==> config.mk <==
export PLATFORM = sky130hd
export DESIGN_NAME = rgb_to_hsv_converter_unit
export DESIGN_NICKNAME = d
export VERILOG_FILES = /design/src/rtl/core/rgbhsv_pkg.sv /design/src/rtl/core/rgb_to_hsv_converter_unit.sv /design/src/rtl/core/rgbhsv_front.sv /design/src/rtl/core/rgbhsv_div_cell.sv
export SDC_FILE = /design/constraint.sdc
export NUM_CORES = 2
export LEC_CHECK = 0
export ABC_AREA = 1
export BUFFER_PORTS_ARGS = -buffer_cell sky130_fd_sc_hd__buf_2
export CAP_MARGIN = 25
export CORE_MARGIN = 5
export CORE_UTILIZATION = 30
export DETAILED_ROUTE_END_ITERATION = 10
export GPL_TIMING_DRIVEN = 0
export MAX_ROUTING_LAYER = met4
export SYNTH_ARGS = -nofsm -noshare
export SYNTH_HDL_FRONTEND = slang
export SYNTH_HIERARCHICAL = 1
export SYNTH_SLANG_ARGS = --single-unit
==> constraint.sdc <==
create_clock -name clk -period 39.2 [get_ports clk]
set_clock_uncertainty 0.05 [all_clocks]
set_input_delay 1.96 -clock clk [delete_from_list [all_inputs] [get_ports clk]]
set_output_delay 1.96 -clock clk [all_outputs]
set_load 0.02 [all_outputs]
==> src/rtl/core/rgbhsv_pkg.sv <==
// Package for the RGB to HSV converter: field widths and fixed-point constants.
// Used by every module in rtl/core; depends on nothing.
`timescale 1ns / 1ps

package rgbhsv_pkg;

  localparam int unsigned CHANNEL_BITS_DEF = 8;

  localparam int unsigned HUE_BITS = 15;
  localparam int unsigned SAT_BITS = 16;
  localparam int unsigned BRI_BITS = 8;
  localparam int unsigned OUT_DATA_BITS = ((HUE_BITS + SAT_BITS + BRI_BITS + 7) / 8) * 8;

  localparam int unsigned QUO_BITS  = 16;
  localparam int unsigned HUE_SIXTH = 3840;
  localparam int unsigned HUE_FULL  = 23040;
  localparam int unsigned SAT_ONE   = 65535;

  localparam int unsigned GREEN_OFS = 2;
  localparam int unsigned BLUE_OFS  = 4;
  localparam int unsigned TURN_OFS  = 6;

endpackage

==> src/rtl/core/rgb_to_hsv_converter_unit.sv <==
// Top level of the RGB to HSV converter: front end, divider cell chain, hue wrap
// and output register. Depends on rgbhsv_pkg, rgbhsv_front, rgbhsv_div_cell.
//
//   port group  role    payload (tdata, low bit first)
//   in_*        slave   red, green, blue (CHANNEL_BITS each), zero fill
//   out_*       master  hue[14:0], saturation[30:15], brightness[38:31], zero fill
//
// One pixel per clock while the output is not stalled; stages: two front stages, one divider cell
// per quotient bit (16), and the output register.
// rst_n (synchronous) clears every valid bit; payload registers are not reset.
// The whole pipeline advances when the output register is empty or being taken;
// in_tready follows that advance.
`timescale 1ns / 1ps

module rgb_to_hsv_converter_unit import rgbhsv_pkg::*; #(
  parameter int unsigned CHANNEL_BITS = CHANNEL_BITS_DEF
) (
  input  logic                                    clk,
  input  logic                                    rst_n,
  input  logic                                    in_tvalid,
  output logic                                    in_tready,
  input  logic [((3*CHANNEL_BITS+7)/8)*8-1:0]     in_tdata,  // red, green, blue
  output logic                                    out_tvalid,
  input  logic                                    out_tready,
  output logic [OUT_DATA_BITS-1:0]                out_tdata  // hue, saturation, brightness
);

  localparam int unsigned W = CHANNEL_BITS;

  logic ce;

  logic [W-1:0]        c_sat_rem [QUO_BITS+1];
  logic [QUO_BITS-1:0] c_sat_sh  [QUO_BITS+1];
  logic [W-1:0]        c_sat_div [QUO_BITS+1];
  logic [W-1:0]        c_hue_rem [QUO_BITS+1];
  logic [QUO_BITS-1:0] c_hue_sh  [QUO_BITS+1];
  logic [W-1:0]        c_hue_div [QUO_BITS+1];
  logic                c_zero    [QUO_BITS+1];
  logic                c_vld     [QUO_BITS+1];

  logic [QUO_BITS-1:0] hue_q, hue_wrap;
  logic [HUE_BITS-1:0] hue_fin;
  logic [SAT_BITS-1:0] sat_fin;
  logic [BRI_BITS-1:0] bri_fin;

  logic                     out_vld_r, out_vld_nxt;
  logic [OUT_DATA_BITS-1:0] out_data_r;

  assign ce        = !out_vld_r || out_tready;
  assign in_tready = ce;

  rgbhsv_front #(
    .CHANNEL_BITS(CHANNEL_BITS)
  ) u_front (
    .clk     (clk),
    .rst_n   (rst_n),
    .ce      (ce),
    .in_vld  (in_tvalid),
    .red     (in_tdata[W-1:0]),
    .green   (in_tdata[2*W-1:W]),
    .blue    (in_tdata[3*W-1:2*W]),
    .out_vld (c_vld[0]),
    .sat_rem (c_sat_rem[0]),
    .sat_sh  (c_sat_sh[0]),
    .sat_div (c_sat_div[0]),
    .hue_rem (c_hue_rem[0]),
    .hue_sh  (c_hue_sh[0]),
    .hue_div (c_hue_div[0]),
    .zero    (c_zero[0])
  );

  for (genvar i = 0; i < QUO_BITS; i++) begin : g_cell
    rgbhsv_div_cell #(
      .CHANNEL_BITS(CHANNEL_BITS)
    ) u_cell (
      .clk         (clk),
      .rst_n       (rst_n),
      .ce          (ce),
      .in_vld      (c_vld[i]),
      .in_sat_rem  (c_sat_rem[i]),
      .in_sat_sh   (c_sat_sh[i]),
      .in_sat_div  (c_sat_div[i]),
      .in_hue_rem  (c_hue_rem[i]),
      .in_hue_sh   (c_hue_sh[i]),
      .in_hue_div  (c_hue_div[i]),
      .in_zero     (c_zero[i]),
      .out_vld     (c_vld[i+1]),
      .out_sat_rem (c_sat_rem[i+1]),
      .out_sat_sh  (c_sat_sh[i+1]),
      .out_sat_div (c_sat_div[i+1]),
      .out_hue_rem (c_hue_rem[i+1]),
      .out_hue_sh  (c_hue_sh[i+1]),
      .out_hue_div (c_hue_div[i+1]),
      .out_zero    (c_zero[i+1])
    );
  end

  // wrap the hue into one turn; equal channels force hue and saturation to zero
  always_comb begin
    hue_q    = c_hue_sh[QUO_BITS];
    hue_wrap = (hue_q >= QUO_BITS'(HUE_FULL)) ? hue_q - QUO_BITS'(HUE_FULL) : hue_q;
    hue_fin  = c_zero[QUO_BITS] ? '0 : hue_wrap[HUE_BITS-1:0];
    sat_fin  = c_zero[QUO_BITS] ? '0 : SAT_BITS'(c_sat_sh[QUO_BITS]);
    bri_fin  = BRI_BITS'(c_sat_div[QUO_BITS]);
  end

  assign out_vld_nxt = ce ? c_vld[QUO_BITS] : out_vld_r;

  always_ff @(posedge clk) begin
    if (!rst_n) begin
      out_vld_r <= 1'b0;
    end else begin
      out_vld_r <= out_vld_nxt;
    end
  end

  always_ff @(posedge clk) begin
    if (ce) begin
      out_data_r <= OUT_DATA_BITS'({bri_fin, sat_fin, hue_fin});
    end
  end

  assign out_tvalid = out_vld_r;
  assign out_tdata  = out_data_r;

endmodule

==> src/rtl/core/rgbhsv_front.sv <==
// Front end of the RGB to HSV converter: max/min/delta, hue numerator and the
// two scaled dividends, over two register stages. Depends on rgbhsv_pkg.
`timescale 1ns / 1ps

module rgbhsv_front import rgbhsv_pkg::*; #(
  parameter int unsigned CHANNEL_BITS = CHANNEL_BITS_DEF
) (
  input  logic                    clk,
  input  logic                    rst_n,
  input  logic                    ce,
  input  logic                    in_vld,
  input  logic [CHANNEL_BITS-1:0] red,
  input  logic [CHANNEL_BITS-1:0] green,
  input  logic [CHANNEL_BITS-1:0] blue,
  output logic                    out_vld,
  output logic [CHANNEL_BITS-1:0] sat_rem,
  output logic [QUO_BITS-1:0]     sat_sh,
  output logic [CHANNEL_BITS-1:0] sat_div,
  output logic [CHANNEL_BITS-1:0] hue_rem,
  output logic [QUO_BITS-1:0]     hue_sh,
  output logic [CHANNEL_BITS-1:0] hue_div,
  output logic                    zero
);

  localparam int unsigned W  = CHANNEL_BITS;
  localparam int unsigned SW = W + 4;
  localparam int unsigned PW = W + QUO_BITS;

  logic [W-1:0]  mx_rg, mn_rg, mx, mn, delta;
  logic [SW-1:0] sixths;

  logic          vld_a_r, vld_a_nxt;
  logic [W-1:0]  mx_a_r, delta_a_r;
  logic [SW-1:0] sixths_a_r;

  logic [PW-1:0] sat_prod, hue_prod;

  logic          vld_b_r, vld_b_nxt;
  logic [PW-1:0] sat_prod_r, hue_prod_r;
  logic [W-1:0]  mx_b_r, delta_b_r;

  always_comb begin
    mx_rg = (red > green) ? red : green;
    mn_rg = (red < green) ? red : green;
    mx    = (mx_rg > blue) ? mx_rg : blue;
    mn    = (mn_rg < blue) ? mn_rg : blue;
    delta = mx - mn;
    if (red >= mx) begin
      sixths = SW'(TURN_OFS) * SW'(delta) + SW'(green) - SW'(blue);
    end else if (green >= mx) begin
      sixths = SW'(TURN_OFS + GREEN_OFS) * SW'(delta) + SW'(blue) - SW'(red);
    end else begin
      sixths = SW'(TURN_OFS + BLUE_OFS) * SW'(delta) + SW'(red) - SW'(green);
    end
  end

  assign vld_a_nxt = ce ? in_vld : vld_a_r;
  assign vld_b_nxt = ce ? vld_a_r : vld_b_r;

  always_ff @(posedge clk) begin
    if (!rst_n) begin
      vld_a_r <= 1'b0;
      vld_b_r <= 1'b0;
    end else begin
      vld_a_r <= vld_a_nxt;
      vld_b_r <= vld_b_nxt;
    end
  end

  always_ff @(posedge clk) begin
    if (ce) begin
      mx_a_r     <= mx;
      delta_a_r  <= delta;
      sixths_a_r <= sixths;
    end
  end

  assign sat_prod = PW'(delta_a_r) * PW'(SAT_ONE);
  assign hue_prod = PW'(sixths_a_r) * PW'(HUE_SIXTH);

  always_ff @(posedge clk) begin
    if (ce) begin
      sat_prod_r <= sat_prod;
      hue_prod_r <= hue_prod;
      mx_b_r     <= mx_a_r;
      delta_b_r  <= delta_a_r;
    end
  end

  assign out_vld = vld_b_r;
  assign sat_rem = sat_prod_r[PW-1:QUO_BITS];
  assign sat_sh  = sat_prod_r[QUO_BITS-1:0];
  assign sat_div = mx_b_r;
  assign hue_rem = hue_prod_r[PW-1:QUO_BITS];
  assign hue_sh  = hue_prod_r[QUO_BITS-1:0];
  assign hue_div = delta_b_r;
  assign zero    = (delta_b_r == '0);

endmodule

==> src/rtl/core/rgbhsv_div_cell.sv <==
// One cell of the divider chain: a restoring step for saturation and hue each,
// plus the pixel payload handed to the next cell. Depends on rgbhsv_pkg.
`timescale 1ns / 1ps

module rgbhsv_div_cell import rgbhsv_pkg::*; #(
  parameter int unsigned CHANNEL_BITS = CHANNEL_BITS_DEF
) (
  input  logic                    clk,
  input  logic                    rst_n,
  input  logic                    ce,
  input  logic                    in_vld,
  input  logic [CHANNEL_BITS-1:0] in_sat_rem,
  input  logic [QUO_BITS-1:0]     in_sat_sh,
  input  logic [CHANNEL_BITS-1:0] in_sat_div,
  input  logic [CHANNEL_BITS-1:0] in_hue_rem,
  input  logic [QUO_BITS-1:0]     in_hue_sh,
  input  logic [CHANNEL_BITS-1:0] in_hue_div,
  input  logic                    in_zero,
  output logic                    out_vld,
  output logic [CHANNEL_BITS-1:0] out_sat_rem,
  output logic [QUO_BITS-1:0]     out_sat_sh,
  output logic [CHANNEL_BITS-1:0] out_sat_div,
  output logic [CHANNEL_BITS-1:0] out_hue_rem,
  output logic [QUO_BITS-1:0]     out_hue_sh,
  output logic [CHANNEL_BITS-1:0] out_hue_div,
  output logic                    out_zero
);

  localparam int unsigned W = CHANNEL_BITS;

  logic [W:0]   sat_ext, hue_ext;
  logic [W+1:0] sat_diff, hue_diff;
  logic         sat_borrow, hue_borrow;

  logic          vld_r, vld_nxt;
  logic [W-1:0]  sat_rem_r, sat_rem_nxt, hue_rem_r, hue_rem_nxt;
  logic [QUO_BITS-1:0] sat_sh_r, sat_sh_nxt, hue_sh_r, hue_sh_nxt;
  logic [W-1:0]  sat_div_r, hue_div_r;
  logic          zero_r;

  always_comb begin
    sat_ext    = {in_sat_rem, in_sat_sh[QUO_BITS-1]};
    sat_diff   = {1'b0, sat_ext} - {2'b00, in_sat_div};
    sat_borrow = sat_diff[W+1];
    sat_rem_nxt = sat_borrow ? sat_ext[W-1:0] : sat_diff[W-1:0];
    sat_sh_nxt  = {in_sat_sh[QUO_BITS-2:0], ~sat_borrow};

    hue_ext    = {in_hue_rem, in_hue_sh[QUO_BITS-1]};
    hue_diff   = {1'b0, hue_ext} - {2'b00, in_hue_div};
    hue_borrow = hue_diff[W+1];
    hue_rem_nxt = hue_borrow ? hue_ext[W-1:0] : hue_diff[W-1:0];
    hue_sh_nxt  = {in_hue_sh[QUO_BITS-2:0], ~hue_borrow};
  end

  assign vld_nxt = ce ? in_vld : vld_r;

  always_ff @(posedge clk) begin
    if (!rst_n) begin
      vld_r <= 1'b0;
    end else begin
      vld_r <= vld_nxt;
    end
  end

  always_ff @(posedge clk) begin
    if (ce) begin
      sat_rem_r <= sat_rem_nxt;
      sat_sh_r  <= sat_sh_nxt;
      sat_div_r <= in_sat_div;
      hue_rem_r <= hue_rem_nxt;
      hue_sh_r  <= hue_sh_nxt;
      hue_div_r <= in_hue_div;
      zero_r    <= in_zero;
    end
  end

  assign out_vld     = vld_r;
  assign out_sat_rem = sat_rem_r;
  assign out_sat_sh  = sat_sh_r;
  assign out_sat_div = sat_div_r;
  assign out_hue_rem = hue_rem_r;
  assign out_hue_sh  = hue_sh_r;
  assign out_hue_div = hue_div_r;
  assign out_zero    = zero_r;

endmodule
-- After elaboration in Yosys (flattened, before gate mapping)
Cells that the tools add are included.
- logic and storage cells: 267
- register bits: 1066
- input port bits: 28
- add/sub/neg operators: 40
- muxes and demuxes: 37
- bitwise gates (word level): 32
- reduce and logical (&&, ||, !) cells: 3
- $lt $le $gt $ge: 7
- multipliers: 4
- operator list (cell ; count):
    9-bit by 8-bit subtractor with 10-bit output ; 32
    8-bit 2-to-1 mux ; 34
    12-bit by 8-bit subtractor with 12-bit output ; 3
    1-bit NOT ; 32
    11-bit by 8-bit adder with 12-bit output ; 2
    8-bit by 16-bit multiplier with 24-bit output, second input constant ; 1
    12-bit 2-to-1 mux ; 2
    16-bit by 15-bit >= comparator with 1-bit output, second input constant ; 1
    8-bit >= comparator ; 2
    8-bit greater-than comparator ; 2
    8-bit less-than comparator ; 2
    12-bit by 4-bit multiplier with 16-bit output, second input constant ; 1
    15-bit 2-to-1 mux ; 1
    15-bit subtractor, second input constant ; 1
    12-bit by 8-bit adder with 12-bit output ; 1
    3-bit by 8-bit multiplier with 11-bit output, first input constant ; 1
    2-bit by 8-bit multiplier with 10-bit output, first input constant ; 1
    8-bit logical NOT ; 1
    8-bit subtractor ; 1
    1-bit logical NOT ; 1
    1-bit logical OR ; 1

-- Depth between registers and ports, before layout
- word-level depth: 10
- gate-level depth with buffers: 53

-- Cells and area by module
The synthesis kept the hierarchy.
- modules (own cells, without submodules) (module ; seq. area each (um^2) ; cells each ; area each (um^2) ; instances):
    rgbhsv_div_cell (g_cell[0].u_cell ...) ; 1971.9 ; 279 ; 3300.7 ; 12
    rgbhsv_div_cell (g_cell[13].u_cell ...) ; 1971.9 ; 275 ; 3289.4 ; 3
    rgbhsv_front ; 2532.4 ; 1030 ; 9566.7 ; 1
    rgbhsv_div_cell (g_cell[15].u_cell) ; 1971.9 ; 275 ; 3190.6 ; 1
    rgb_to_hsv_converter_unit ; 1191.1 ; 144 ; 1630.3 ; 1

-- Worst setup path after synthesis
Ideal clock, no wire load.
- kind: input-to-reg
- start point: in out_tready
- end point: reg out_vld_r (netlist: out_tvalid)
- data arrival time: 28.132 ns
- library setup time: 1.335 ns
- stages on the path: 3
- buffers on the path: 0
- slack: 9.682 ns
- cells stage by stage: inv_1 > nand2_1 > a21boi_0
- cells in the longest elaborated chain, start to end: 1
- RTL lines (what ; line ; RTL):
    from (decl) ; rgb_to_hsv_converter_unit.sv:24 ; input logic out_tready,
    1-bit logical OR ; rgb_to_hsv_converter_unit.sv:49 ; assign ce = !out_vld_r || out_tready;
    via in_tready ; rgb_to_hsv_converter_unit.sv:21 ; output logic in_tready,
    to (signal assigned) ; rgb_to_hsv_converter_unit.sv:113 ; out_vld_r <= out_vld_nxt;
    to (decl) ; rgb_to_hsv_converter_unit.sv:46 ; logic out_vld_r, out_vld_nxt;
The timed path passes the listed nets, and every way through them passes these cells.
A chain may end at the register's enable or synchronous reset.

-- Worst setup path in the final report
- start point: in in_tdata[15]
- end point: reg u_front.sixths_a_r[11], data pin
- cells in the longest elaborated chain, start to end: 10
- elaborated cells on any way between the ends: 21
- classes of those cells: 7 x add/sub; 2 x mul; 6 x order compare; 6 x mux
- RTL lines (what ; line ; RTL):
    from (decl) ; rgb_to_hsv_converter_unit.sv:22 ; input logic [((3*CHANNEL_BITS+7)/8)*8-1:0] in_tdata,
    8-bit greater-than comparator ; rgbhsv_front.sv:43 ; mx_rg = (red > green) ? red : green;
    8-bit 2-to-1 mux (*) ; rgbhsv_front.sv:43 ;
    8-bit greater-than comparator ; rgbhsv_front.sv:45 ; mx = (mx_rg > blue) ? mx_rg : blue;
    8-bit 2-to-1 mux (*) ; rgbhsv_front.sv:45 ;
    via u_front.mx[2] ; rgbhsv_front.sv:29 ; logic [W-1:0] mx_rg, mn_rg, mx, mn, delta;
    8-bit subtractor (*) ; rgbhsv_front.sv:47 ; delta = mx - mn;
    via u_front.delta[3] ; rgbhsv_front.sv:29 ;
    3-bit by 8-bit multiplier with 11-bit output ; rgbhsv_front.sv:53 ; sixths = SW'(TURN_OFS + BLUE_OFS) * SW'(delta) + SW'(red) - SW'(green);
    12-bit by 8-bit adder with 12-bit output ; rgbhsv_front.sv:53 ;
    12-bit by 8-bit subtractor with 12-bit output ; rgbhsv_front.sv:53 ;
    12-bit 2-to-1 mux ; rgbhsv_front.sv:50 ; end else if (green >= mx) begin
    12-bit 2-to-1 mux (*) ; rgbhsv_front.sv:48 ; if (red >= mx) begin
    via u_front.sixths[11] ; rgbhsv_front.sv:30 ; logic [SW-1:0] sixths;
    to (signal assigned) ; rgbhsv_front.sv:74 ; sixths_a_r <= sixths;
    to (decl) ; rgbhsv_front.sv:34 ; logic [SW-1:0] sixths_a_r;
The timed path passes the listed nets; every way through them passes the cells marked *.

==> flow_metrics.env <==
export IMPL_die_area_sq_mm=0.218
export IMPL_cts_buffers=134
export IMPL_vias=36600
export IMPL_gp_congestion=0.914
export IMPL_path_max_fanout=10
export IMPL_final_cells=8602
export IMPL_yosys_warnings=6
export IMPL_hp_class="reg2reg"
export IMPL_grt_usage_pct=9.93
export IMPL_fin_nets=6248
export IMPL_hold_buffers=0
export IMPL_seq_area_sq_mm=0.0346
export IMPL_num_fill_cells=20200
export IMPL_worstPathArrival_ns=10.18
export IMPL_clkSinkCount=1157
export IMPL_initial_core_util_pct=30.2
export IMPL_antenna_found_initial=1
export IMPL_ios=70
export IMPL_multi_input_area_sq_mm=0.0233
export IMPL_fin_util_pct=34.4
export IMPL_coreArea_sq_mm=0.207
export IMPL_cts_resized=0
export IMPL_grt_pass1_wl_um=177000
export IMPL_post_route_period_util_pct=24.9
export IMPL_cap_viol_max_count=0
export IMPL_hold_viol=0
export IMPL_routedWlPerCell_um=12.1
export IMPL_path_common_cell="nand2_1"
export IMPL_clock_path_buffers=3
export IMPL_critical_path_class="in2reg"
export IMPL_finalCriticalPeriod_ns=9.76
export IMPL_cts_tree="done"
export IMPL_io_buffers=68
export IMPL_drt_wl_total_um=104000
export IMPL_overflow=0
export IMPL_clkLatencyLatePin_ns=0.74
export IMPL_grt_max_degree=76
export IMPL_timing_fmax_mhz=103
export IMPL_slew_violations=0
export IMPL_grt_pass1_vias=37000
export IMPL_placed_area_sq_mm=0.0668
export IMPL_area_growth_pct=14.0
export IMPL_n_antenna_cell=0
export IMPL_dp_cells=8358
export IMPL_die_h_um=466
export IMPL_drt_iter0_drc=1589
export IMPL_worstMarginPinSlew_ns=0.863
export IMPL_fin_area_sq_mm=0.0713
export IMPL_crit_required_ns=39.62
export IMPL_status="complete, no violations"
export IMPL_synthCells=5478
export IMPL_syn_avg_cell_area_sq_um=11.4
export IMPL_post_cts_buffers=0
export IMPL_max_stage_delay_ns=0.61
export IMPL_finalSetupViolCount=0
export IMPL_drtPass1Iterations=6
export IMPL_dp_hpwl_um=77500
export IMPL_syn_area_sq_mm=0.0625
export IMPL_clk_pin_slew_ns=0.07
export IMPL_die_w_um=466
export IMPL_antenna_left=0
export IMPL_drc_errors=0
export IMPL_htreeDepth=4
export IMPL_crit_path_top_delay_cell="xnor2_1"
export IMPL_drive_above_1_share_pct=17.3
export IMPL_row_count=167
export IMPL_slew_headroom_pct=42.0
export IMPL_root_buffer="clkbuf_16"
export IMPL_grt_setup_unrepaired="false"
export IMPL_endpoint_kind="flop"
export IMPL_viasPerCell=4.25
export IMPL_start_kind="input pin"
## state kept, by name, indices dropped and copies added (netlist names), 12 cells and up
register	flops
g_cell.u_cell/out_hue_rem	120
g_cell.u_cell/out_sat_rem	120
out_tdata	39
u_front/sat_prod_r	24
g_cell.u_cell/out_hue_div	120
g_cell.u_cell/out_sat_div	128
g_cell.u_cell/out_zero	16
g_cell.u_cell/out_vld	16
g_cell.u_cell/out_sat_sh	256
u_front/sixths_a_r	12
u_front/hue_prod_r	16
g_cell.u_cell/out_hue_sh	256
## worst max-delay path: cells and delay by family
kind / cells / cell delay [ns]
adder cells (fa/ha/maj): 8 / 2.83
buffers and inverters: 7 / 1.09
XOR/XNOR: 3 / 0.87
AND/OR/NAND/NOR: 17 / 1.69
AO/OA/AOI/OAI: 7 / 1.70
## final timing paths
path | from | end | slack (ns) | cells after the start
min reg2reg | g_cell[13].u_cell/out_sat_sh[8]$_DFFE_PP_ | g_cell[14].u_cell/out_sat_sh[9]$_DFFE_PP_ | 0.34 | 0
max | in_tdata[15] | u_front/sixths_a_r[11]$_DFFE_PP_ | 29.44 | 42
max reg2reg | u_front/delta_a_r[5]$_DFFE_PP_ | u_front/sat_prod_r[22]$_DFFE_PP_ | 33.48 | 17
min | g_cell[13].u_cell/out_sat_sh[8]$_DFFE_PP_ | g_cell[14].u_cell/out_sat_sh[9]$_DFFE_PP_ | 0.34 | 0
## layer usage
layer / GRT usage [%] / routed length (um) / vias to the layer above
met5: - / 0 / -
met4: 3.72 / 3040 / 0
met3: 1.71 / 3480 / 223
met2: 16.9 / 51800 / 512
met1: 11.8 / 46100 / 17100
li1: - / - / 18800
## through the flow
step | setup WS [ns] | hold slack, ns | setup TNS (ns)
CTS | 29.26 | 0.347 | 0
floorplan | 10.23 | 0.350 | 0
global route | 28.79 | 0.358 | 0
detailed placement | 28.48 | 0.355 | 0
global placement | -11.47 | 0.350 | -35.08
finish | 29.44 | 0.343 | 0
## cells in the final DEF, fill, tap and decap left out, types with 47 or more instances in the layout
| cell | n |
|---|---|
| fa_1 | 105 |
| inv_1 | 954 |
| buf_2 | 72 |
| o21ai_2 | 126 |
| nand3_2 | 99 |
| clkbuf_16 | 138 |
| nor2_1 | 159 |
| nor2_4 | 47 |
| nand3_4 | 61 |
| inv_2 | 83 |
| or2_1 | 62 |
| ha_1 | 408 |
| nand3_1 | 120 |
| edfxtp_1 | 1138 |
| nand3b_1 | 72 |
| xnor2_1 | 109 |
| nand2_1 | 1084 |
| nand2_2 | 188 |
| nand4_1 | 146 |
| o21ai_0 | 71 |
| a21oi_1 | 210 |
## layout make-up
class / instances / share of cell area, %
well taps: 2788 / 4.90
inverters: 1038 / 5.47
plain buffers: 52 / 1.07
clock inverters: 86 / 1.26
repair buffers: 86 / 1.14
flip-flops and latches: 1157 / 48.5
multi-input cells: 3238 / 32.7
clock buffers: 157 / 4.97
Power is not shown: default switching activity piles up to over one toggle a cycle in this logic, so the estimate is an artifact.
